--- config.mk ---
export PLATFORM = sky130hd
export DESIGN_NAME = wrm_controller
export DESIGN_NICKNAME = d
export VERILOG_FILES = /design/src/hdl/wrm_pkg.sv /design/src/hdl/wrm_controller.sv
export SDC_FILE = /design/constraint.sdc
export NUM_CORES = 1
export LEC_CHECK = 0
export BUFFER_PORTS_ARGS = -buffer_cell sky130_fd_sc_hd__buf_2
export CORE_MARGIN = 4
export CORE_UTILIZATION = 43
export CTS_CLUSTER_DIAMETER = 30
export CTS_CLUSTER_SIZE = 14
export DETAILED_ROUTE_END_ITERATION = 12
export PLACE_DENSITY = 0.72
export SYNTH_ARGS = -nofsm -noshare
export SYNTH_HDL_FRONTEND = slang
export SYNTH_SLANG_ARGS = --single-unit
--- constraint.sdc ---
create_clock -name clk -period 1.99 [get_ports clk]
set_clock_uncertainty 0.05 [all_clocks]
set_input_delay 0.398 -clock clk [delete_from_list [all_inputs] [get_ports clk]]
set_output_delay 0.398 -clock clk [all_outputs]
set_load 0.005 [all_outputs]
--- src/hdl/wrm_pkg.sv ---
// Shared constants, command codes and control/status types of the rate meter.
`default_nettype none

package wrm_pkg;

  localparam int FRACTION_BITS = 16;

  localparam int CMD_W    = 2;
  localparam int EVENT_W  = 16;
  localparam int TIME_W   = 48;
  localparam int WINDOW_W = 32;
  localparam int COUNT_W  = 32;
  localparam int RATE_W   = 49;

  // count scaled to fixed point, and the quotient width the divider must cover
  localparam int SCALED_W = COUNT_W + FRACTION_BITS;
  localparam int QUOT_W   = (SCALED_W > RATE_W) ? SCALED_W : RATE_W;
  localparam int PROD_W   = QUOT_W + WINDOW_W;
  localparam int MUL_SPLIT = 32;
  localparam int HI_W     = QUOT_W - MUL_SPLIT;
  localparam int STEP_W   = $clog2(QUOT_W);

  localparam logic [WINDOW_W-1:0] WINDOW_RESET = WINDOW_W'(1000);
  localparam logic [RATE_W-1:0]   RATE_MAX     = '1;
  localparam logic [COUNT_W-1:0]  COUNT_MAX    = '1;

  localparam logic [CMD_W-1:0] CMD_UPDATE = 2'd0;
  localparam logic [CMD_W-1:0] CMD_QUERY  = 2'd1;
  localparam logic [CMD_W-1:0] CMD_CLEAR  = 2'd2;

  typedef struct packed {
    logic load_in;
    logic apply;
    logic rate_eval;
    logic mul_lo;
    logic mul_hi;
    logic div_step;
    logic sum;
    logic load_out;
  } wrm_ctl_t;

  typedef struct packed {
    logic need_div;
    logic restart;
  } wrm_stat_t;

endpackage

`default_nettype wire

--- src/hdl/wrm_controller.sv ---
// Sequencer of the rate meter: one-hot state machine, divide step count, output valid.
`default_nettype none

module wrm_controller (
  input  wire logic                  clk,
  input  wire logic                  rst,
  input  wire logic                  in_valid,
  output logic                       in_stall,
  output logic                       out_valid,
  input  wire logic                  out_stall,
  input  wire wrm_pkg::wrm_stat_t    stat,
  output wrm_pkg::wrm_ctl_t          ctl
);
  import wrm_pkg::*;

  typedef enum logic [7:0] {
    ST_IDLE   = 8'b0000_0001,
    ST_APPLY  = 8'b0000_0010,
    ST_RATE   = 8'b0000_0100,
    ST_MUL_LO = 8'b0000_1000,
    ST_MUL_HI = 8'b0001_0000,
    ST_DIV    = 8'b0010_0000,
    ST_SUM    = 8'b0100_0000,
    ST_DONE   = 8'b1000_0000
  } state_t;

  state_t             state, state_next;
  logic [STEP_W-1:0]  step, step_next;
  logic               out_valid_next;
  logic               last_step;
  logic               out_free;

  assign in_stall  = rst || (state != ST_IDLE);
  assign last_step = step == STEP_W'(QUOT_W - 1);
  assign out_free  = !out_valid || !out_stall;

  always_comb begin
    state_next = state;
    unique case (state)
      ST_IDLE:   if (in_valid) state_next = ST_APPLY;
      ST_APPLY:  state_next = ST_RATE;
      ST_RATE:   state_next = stat.need_div ? ST_MUL_LO : ST_SUM;
      ST_MUL_LO: state_next = ST_MUL_HI;
      ST_MUL_HI: state_next = ST_DIV;
      ST_DIV:    if (last_step) state_next = ST_SUM;
      ST_SUM:    state_next = stat.restart ? ST_RATE : ST_DONE;
      ST_DONE:   if (out_free) state_next = ST_IDLE;
      default:   state_next = ST_IDLE;
    endcase
  end

  always_comb begin
    ctl.load_in   = (state == ST_IDLE) && in_valid;
    ctl.apply     = state == ST_APPLY;
    ctl.rate_eval = state == ST_RATE;
    ctl.mul_lo    = state == ST_MUL_LO;
    ctl.mul_hi    = state == ST_MUL_HI;
    ctl.div_step  = state == ST_DIV;
    ctl.sum       = state == ST_SUM;
    ctl.load_out  = (state == ST_DONE) && out_free;
  end

  assign step_next = (state == ST_DIV) ? step + STEP_W'(1) : '0;

  always_comb begin
    out_valid_next = out_valid;
    if (ctl.load_out) begin
      out_valid_next = 1'b1;
    end else if (!out_stall) begin
      out_valid_next = 1'b0;
    end
  end

  always_ff @(posedge clk) begin
    if (rst) begin
      state     <= ST_IDLE;
      step      <= '0;
      out_valid <= 1'b0;
    end else begin
      state     <= state_next;
      step      <= step_next;
      out_valid <= out_valid_next;
    end
  end

  a_accept_starts: assert property (@(posedge clk) disable iff (rst)
    in_valid && !in_stall |=> state == ST_APPLY)
    else $error("accepted word did not start processing");

  a_div_length: assert property (@(posedge clk) disable iff (rst)
    (state == ST_DIV) && last_step |=> state == ST_SUM)
    else $error("divide did not end after the last quotient bit");

  a_out_from_done: assert property (@(posedge clk) disable iff (rst)
    $rose(out_valid) |-> $past(state == ST_DONE))
    else $error("result shown outside the done state");

endmodule

`default_nettype wire

# Yosys cells after proc, flatten, opt, wreduce, memory -nomap -nowiden
# Index checks and enable logic that the tools add are counted.
# classes
n_addsub	1
n_eq_ne	14
muxes	8
n_bitwise	1
reduce_logical	8
# ops
op	n
$pmux 8 s8	1
$mux 8	4
$eq 8x1->1 const B	1
$eq 8x2->1 const B	1
$eq 8x3->1 const B	1
$eq 8x4->1 const B	1
$eq 8x5->1 const B	1
$eq 8x6->1 const B	1
$eq 8x7->1 const B	1
$eq 8x8->1 const B	1
$ne 8x1->1 const B	1
$mux 7	1
$add 6x1->6 const B	1
$eq 6x6->1 const B	1
$ne 2x1->1 const B	2
$ne 2x2->1 const B	2
$reduce_and 3->1	1
$logic_and 1x1->1	2
$logic_not 1->1	2
$logic_or 1x1->1	2
$mux 1	2
$reduce_or 2->1	1
$not 1->1	1
# word_totals
reg_bits	15
out_inout_bits	10
elab_cells	35

# Longest topological paths before layout
# Gate-level depths: netlist of run 1.
# depth
word_depth	4
mapped_depth	6
mapped_depth_nobuf	6

# Worst setup path before layout of run 1
# Ideal clock, no wire load.
# synth_path
kind	register to output
startpoint	reg state[1]
endpoint	out in_stall
arrival_ns	1.205
setup_slack_ns	0.337
stages_incl_launch_ff	4
n_path_buf	0
cell_sequence	dfxtp_1 -> nor4b_1 -> nand2_1 -> or2_2
# synth_between
elab_chain_cells	2
# synth_lines
element	line	rtl
from (decl)	wrm_controller.sv:27	state_t state, state_next;
from (signal assigned)	wrm_controller.sv:80	state <= state_next;
$ne 8x1->1	wrm_controller.sv:33	assign in_stall = rst || (state != ST_IDLE);
$logic_or 1x1->1	wrm_controller.sv:33	
to (decl)	wrm_controller.sv:8	output logic in_stall,
# No other way between the ends.

# Final worst setup path of run 1
# layout_path
startpoint	reg state[4]
endpoint	out in_stall
# The elaborated chain is that of the path after synthesis.

==> metrics.md, run 1 <==
| Metric | Value |
|---|---|
| DR DRC count | 0 |
| Max_slew headroom | 0.712 |
| Critical path endpoint | in_stall |
| Initial DRT Pass Iterations | 4 |
| CTS tree | built |
| Clock sinks | 15 |
| Power consumption | 0.000881 W |
| Gr usage total | 0.137 |
| Post-synth ARST share | 0 |
| Register area share after synthesis | 0.403 |
| Die width | roughly 50 um |
| Core area | between 1500 and 2000 sq um |
| GPL Wtd Cong | 0.824 |
| Ys flop type | dfxtp_1 |
| Initial antenna violation count | 0 |
| Post-DR vias/cell | roughly 5.5 |
| Switching pwr | 0.000294 W |
| Metal2 WL | about 710 um |
| Combinational group share of total power | 0.378 |
| Fmax | between 500 and 600 MHz |
| Crit path launch | state[4] |
| CP max stage cell | nor4_4 |
| DP Cell Count | ~120 |
| Post-synth EDFFs | 0 |
| Worst setup SP type | flip-flop |
| Leakage | about 0.42 nW |
| Total gr overflow | 0 |
| Vias | 684 |
| Switching share of power | 0.334 |
| # nets final | approximately 120 |
| Final period util | 0.996 |
| Total inserted antenna cells | 0 |
| Synthesized area | about 750 sq um |
| Filler cell count in the final layout | roughly 170 |
| Setup repair after global routing missed its margin | yes |
| Starting Density | 0.473 |
| Die ar. | 2460 sq um |
| CTS buffer count | 3 |
| R2R Setup Slk | ~380 ps |
| Post-Layout Cell Count | between 100 and 150 |
| Vias in the first global route | 631 |
| Die Span Y | slightly below 50 um |
| Setup TNS | 0 ps |
| Layout cells sized above 1 | 0.315 |
| Setup CP Type | flip-flop to output pin |
| Final setup fails | 0 |
| Seq cells post-synth | 15 |
| R2r endpoint | state[0] |
| Initial DRC Count | 13 |
| Minimum clock period | 1980 ps |
| Clock Path Buffers | 2 |
| Syn Nets | a little over 90 |
| Crit end category | output pin |
| Outcome | finished clean |
| Top Layer Used | met4 |
| Hold Vio Cnt, Final | 0 |
| H-tree depth | 1 |
| Antenna-violating nets left | 0 |
| Mapped Cells | 85 |
| Synth-to-Final Area Change | 21.5% |
| Hold crit path type | input pin to flip-flop |
| Largest net degree at the start of global routing | 10 |
| Count of final max-slew check failures | 0 |
| First-pass GRT wire length | roughly 2600 um |
| Clock power frac | 0.197 |
| Power Dens Cells | around 970 nW/um^2 |
| PortBufs | 15 |
| Reg-to-reg startpoint | state[3] |
| Row cnt | 14 |
| Worst slew pin tran | 426 ps |
| Metal-1 WL | around 750 um |
| WP data arrival | between 1500 and 2000 ps |
| Sequential fraction of design power | 0.425 |
| R2R depth | 6 |
| Crit-path max cell delay | roughly 380 ps |
| Root Buffer Master | clkbuf_4 |
| Clock latency on the worst-skew pair | ~280 ps |
| Most frequent cells in the layout | nor2_1, buf_2, dfxtp_1, inv_1 |
| CP Max Fanout | 5 |
| DP Wirelength | 1190 um |
| Cell Int Power | approximately 0.00059 W |
| DR WL/cell | around 12 um |
| I/O Pins | 16 |
| Final wirelength | 1550 um |
| Worst Path Required | approximately 1500 ps |
| Yosys warns | 0 |
| Syn avg cell area | roughly 8.8 sq um |
| Clk slew on worst S/H paths | ~100 ps |
| Yosys cell types | 25 |
| CTS Hold Bufs | 0 |
| Met3 routed WL | roughly 78 um |
| Worst vdd ir | between 600 and 700 uV |
| Cell Chain, Critical Path | nor4_4 > nand2_1 > or2_2 > buf_2 |
| Max_cap viols | 0 |
-- per-layer routing --
| metal | track usage | up-vias |
|---|---|---|
| met1 | 0.176 | 321 |
| met3 | 0.0301 | 2 |
| met4 | 0.0553 | 0 |
| met2 | 0.218 | 21 |
| met5 | 0 | - |
| li1 | - | 340 |
-- worst max-delay path: cells and delay by family (launching register included) --
family / cells / cell delay, ps
simple gates: 3 / 770
flops: 1 / 360
buf+inv: 1 / 130
-- state kept, by name (all words and copies together), names as in the netlist --
| register | count |
|---|---|
| state | 8 |
| step | 6 |
| out_valid | 1 |
-- cells by family (layout without fill, tap and decap cells) --
kind of cell,count (synthesis),count (layout),synth area share
simple gates,45,45,0.376
flops,15,15,0.403
buf+inv,11,34,0.0705
compound gates,8,8,0.0705
xor+xnor,4,4,0.0470
fa+ha+maj,2,2,0.0336
-- Yosys cell counts (all sizes together), types with 2 or more instances --
| library cell | count | area (sq um) |
|---|---|---|
| o21a | 2 | 15.0 |
| nor4b | 3 | 26.3 |
| nor4 | 2 | 42.5 |
| nand4b | 5 | 43.8 |
| nor2b | 2 | 12.5 |
| ha | 2 | 25.0 |
| nand4 | 2 | 12.5 |
| nor2 | 15 | 56.3 |
| nand3 | 6 | 30.0 |
| xor2 | 2 | 17.5 |
| xnor2 | 2 | 17.5 |
| or2 | 2 | 12.5 |
| nand2 | 5 | 18.8 |
| a21oi | 3 | 15.0 |
| buf | 2 | 18.8 |
| inv | 9 | 33.8 |
| dfxtp | 15 | 300 |
-- metrics by stage --
stage	util	worst slack [ps]	instance area, sq um	hold WS, ps
2_1_floorplan	-	337	746	380
3_3_place_gp	0.531	282	837	396
3_5_place_dp	0.531	273	837	409
4_1_cts	0.563	4.82	887	300
5_1_grt	0.575	-91.7	906	310
6_report	0.575	8.06	906	315
-- cell type report --
cell class / count / area, sq um / share of cell area
Clock inverter: 1 / 5.00 / 0.00552
Timing Repair Buffer: 21 / 120 / 0.133
Sequential cell: 15 / 305 / 0.337
Inverter: 9 / 33.8 / 0.0373
Multi-Input combinational cell: 59 / 399 / 0.441
Clock buffer: 3 / 22.5 / 0.0249
Tap cell: 16 / 20.0 / 0.0221
-- worst min path at each step --
stage,cells after the start,from,slack [ps],endpoint
CTS,2,rst,300,state[7]
detailed placement,1,step[0],410,step[0]
floorplan,1,step[0],380,step[0]
global placement,1,step[0],400,step[0]
global route,2,rst,310,state[7]
finish,2,rst,310,state[7]
-- power by group through the flow --
| stage | Sequential (W) | Combinational [W] | Clock, W |
|---|---|---|---|
| detailed placement | 0.000376 | 0.000282 | 0 |
| finish | 0.000374 | 0.000333 | 0.000173 |
| floorplan | 0.000369 | 0.000175 | 0 |
| global placement | 0.000373 | 0.000281 | 0 |
| global route | 0.000380 | 0.000365 | 0.000195 |
| CTS | 0.000370 | 0.000316 | 0.000178 |
-- what timing repair did --
item | 4_1_cts | 5_1_grt
setup buffers | 2 | 2
pin swaps | 2 | 1
setup endpoints to repair | 4 | 8
resized for setup | 2 | 3
Power figures use the tool's default switching activity.
==> run 2: changes to the inputs <==
Settings changed: CORE_UTILIZATION 43 to 45, PLACE_DENSITY 0.72 to 0.75.
==> run 2 against run 1 <==
Clock-buffer cell count increased by 1. Flip-flop and latch count unchanged. Power increased by 2.7%. Cell area is 3.9% higher. Fmax grew 2.0%. Setup slack better by 39 ps.
==> metrics.md, run 2 (synthesis results as in run 1) <==
| Metric | Value |
|---|---|
| Worst slew pin tran | 362 ps |
| Final setup fails | 0 |
| Hold Crit Start | rst |
| Hold crit path type | input pin to flip-flop |
| CP max stage cell | dfxtp_4 |
| Commonest non-fill, non-tap cell in the layout | nor2_1 |
| PortBufs | 15 |
| Gr usage total | 0.138 |
| Biggest register | state |
| Number of flip-flops in the largest register | 8 |
| Final wirelength | approximately 1600 um |
| Total gr overflow | 0 |
| Largest net degree at the start of global routing | 9 |
| Initial DRT Pass Iterations | 4 |
| CTS buffer count | 3 |
| Starting Density | 0.484 |
| WP buf/inv | 1 |
| Antenna-violating nets left | 0 |
| Power Dens Cells | between 900 and 1000 nW/um^2 |
| Clock Path Buffers | 2 |
| Row cnt | 14 |
| Metal2 WL | 735 um |
| Crit end category | output pin |
| Core area | between 1500 and 2000 sq um |
| Total inserted antenna cells | 0 |
| Crit path launch | state[7] |
| Post-Place Worst Slack | ~180 ps |
| Worst setup SP type | flip-flop |
| Hold Vio Cnt, Final | 0 |
| GPL Wtd Cong | about 0.8 |
| I/O Pins | 16 |
| Vias in the first global route | approximately 590 |
| Die ar. | between 2000 and 2500 sq um |
| Minimum clock period | approximately 1900 ps |
| Crit-path max cell delay | 370 ps |
| Final period util | 0.977 |
| Top cell family by delay on the critical path | simple AND/OR/NAND/NOR gates |
| Initial DRC Count | 20 |
| Setup repair after global routing missed its margin | yes |
| CP Max Fanout | 5 |
| Leakage | approximately 0.43 nW |
| Worst vdd ir | a little under 700 uV |
| Clock latency on the worst-skew pair | roughly 290 ps |
| H-tree depth | 1 |
| Clk slew on worst S/H paths | 90 ps |
| Final WS setup | about 47 ps |
| DR DRC count | 0 |
| CTS tree | built |
| Cell Chain, Critical Path | nor4_4 > nand2_1 > or2_4 > buf_6 |
| Reg-to-reg startpoint | state[3] |
| Post-DR vias/cell | between 5 and 6 |
| DR WL/cell | 12.6 um |
| Max_cap viols | 0 |
| Top Layer Used | met4 |
| Setup TNS | 0 ps |
| First-pass GRT wire length | roughly 2600 um |
| # nets final | approximately 120 |
| Biggest regs | state x8, step x6, out_valid x1 |
| Met3 routed WL | about 130 um |
| Die Span Y | about 49 um |
| Synth-to-Final Area Change | 26.2% |
| Count of final max-slew check failures | 0 |
| Vias | between 600 and 700 |
| Clock sinks | 15 |
| Max_slew headroom | 0.756 |
| Outcome | finished clean |
| DP Wirelength | between 1000 and 1500 um |
| Layout cells sized above 1 | 0.327 |
| WP data arrival | around 1500 ps |
| Fmax | ~500 MHz |
| Initial antenna violation count | 0 |
| Metal-1 WL | 694 um |
| Setup CP Type | flip-flop to output pin |
| Root Buffer Master | clkbuf_4 |
| Most frequent cells in the layout | nor2_1, buf_2, dfxtp_1, inv_1, buf_4 |
| Die width | 48.7 um |
| Worst Path Required | ~1500 ps |
## run 2: layout make-up
type                    instances  area (sq um)
well taps                      16          20.0
flip-flops and latches         15           307
multi-input cells              59           413
inverters                       9          33.8
clock buffers                   4          26.3
fillers                       139           601
repair buffers                 23           141
## run 2: report_power, final
group          internal (W)  total, W  switching [W]
logic              0.000199  0.000352       0.000154
registers          0.000330  0.000380      0.0000504
clock network     0.0000779  0.000172      0.0000942
## run 2: worst paths after layout
kind | cells after the start | slack (ps) | endpoint
max | 4 | 50 | in_stall
max reg2reg | 6 | 330 | state[0]
min | 2 | 300 | state[7]
min reg2reg | 1 | 420 | step[0]
## run 2: metal layers
layer  vias up  track usage
met3         4       0.0706
li1        344            -
met4         0       0.0583
met5         -            0
met1       312        0.170
met2        25        0.200
## run 2: through the flow
stage	util	instances	power, W	cell area [sq um]	hold slack [ps]
after floorplan	-	85	0.000544	746	380
after global placement	0.538	115	0.000629	830	396
after detailed placement	0.538	115	0.000636	830	407
after CTS	0.585	123	0.000885	902	293
after global routing	0.610	126	0.000966	941	310
final	0.610	126	0.000905	941	297
## run 2: what timing repair did
item                       CTS  global route
hold buffers                 0             0
hold endpoints to repair     0             0
buffers inserted             4             3
resized for setup            3             7
pin swaps                    3             3
setup endpoints to repair    4             8
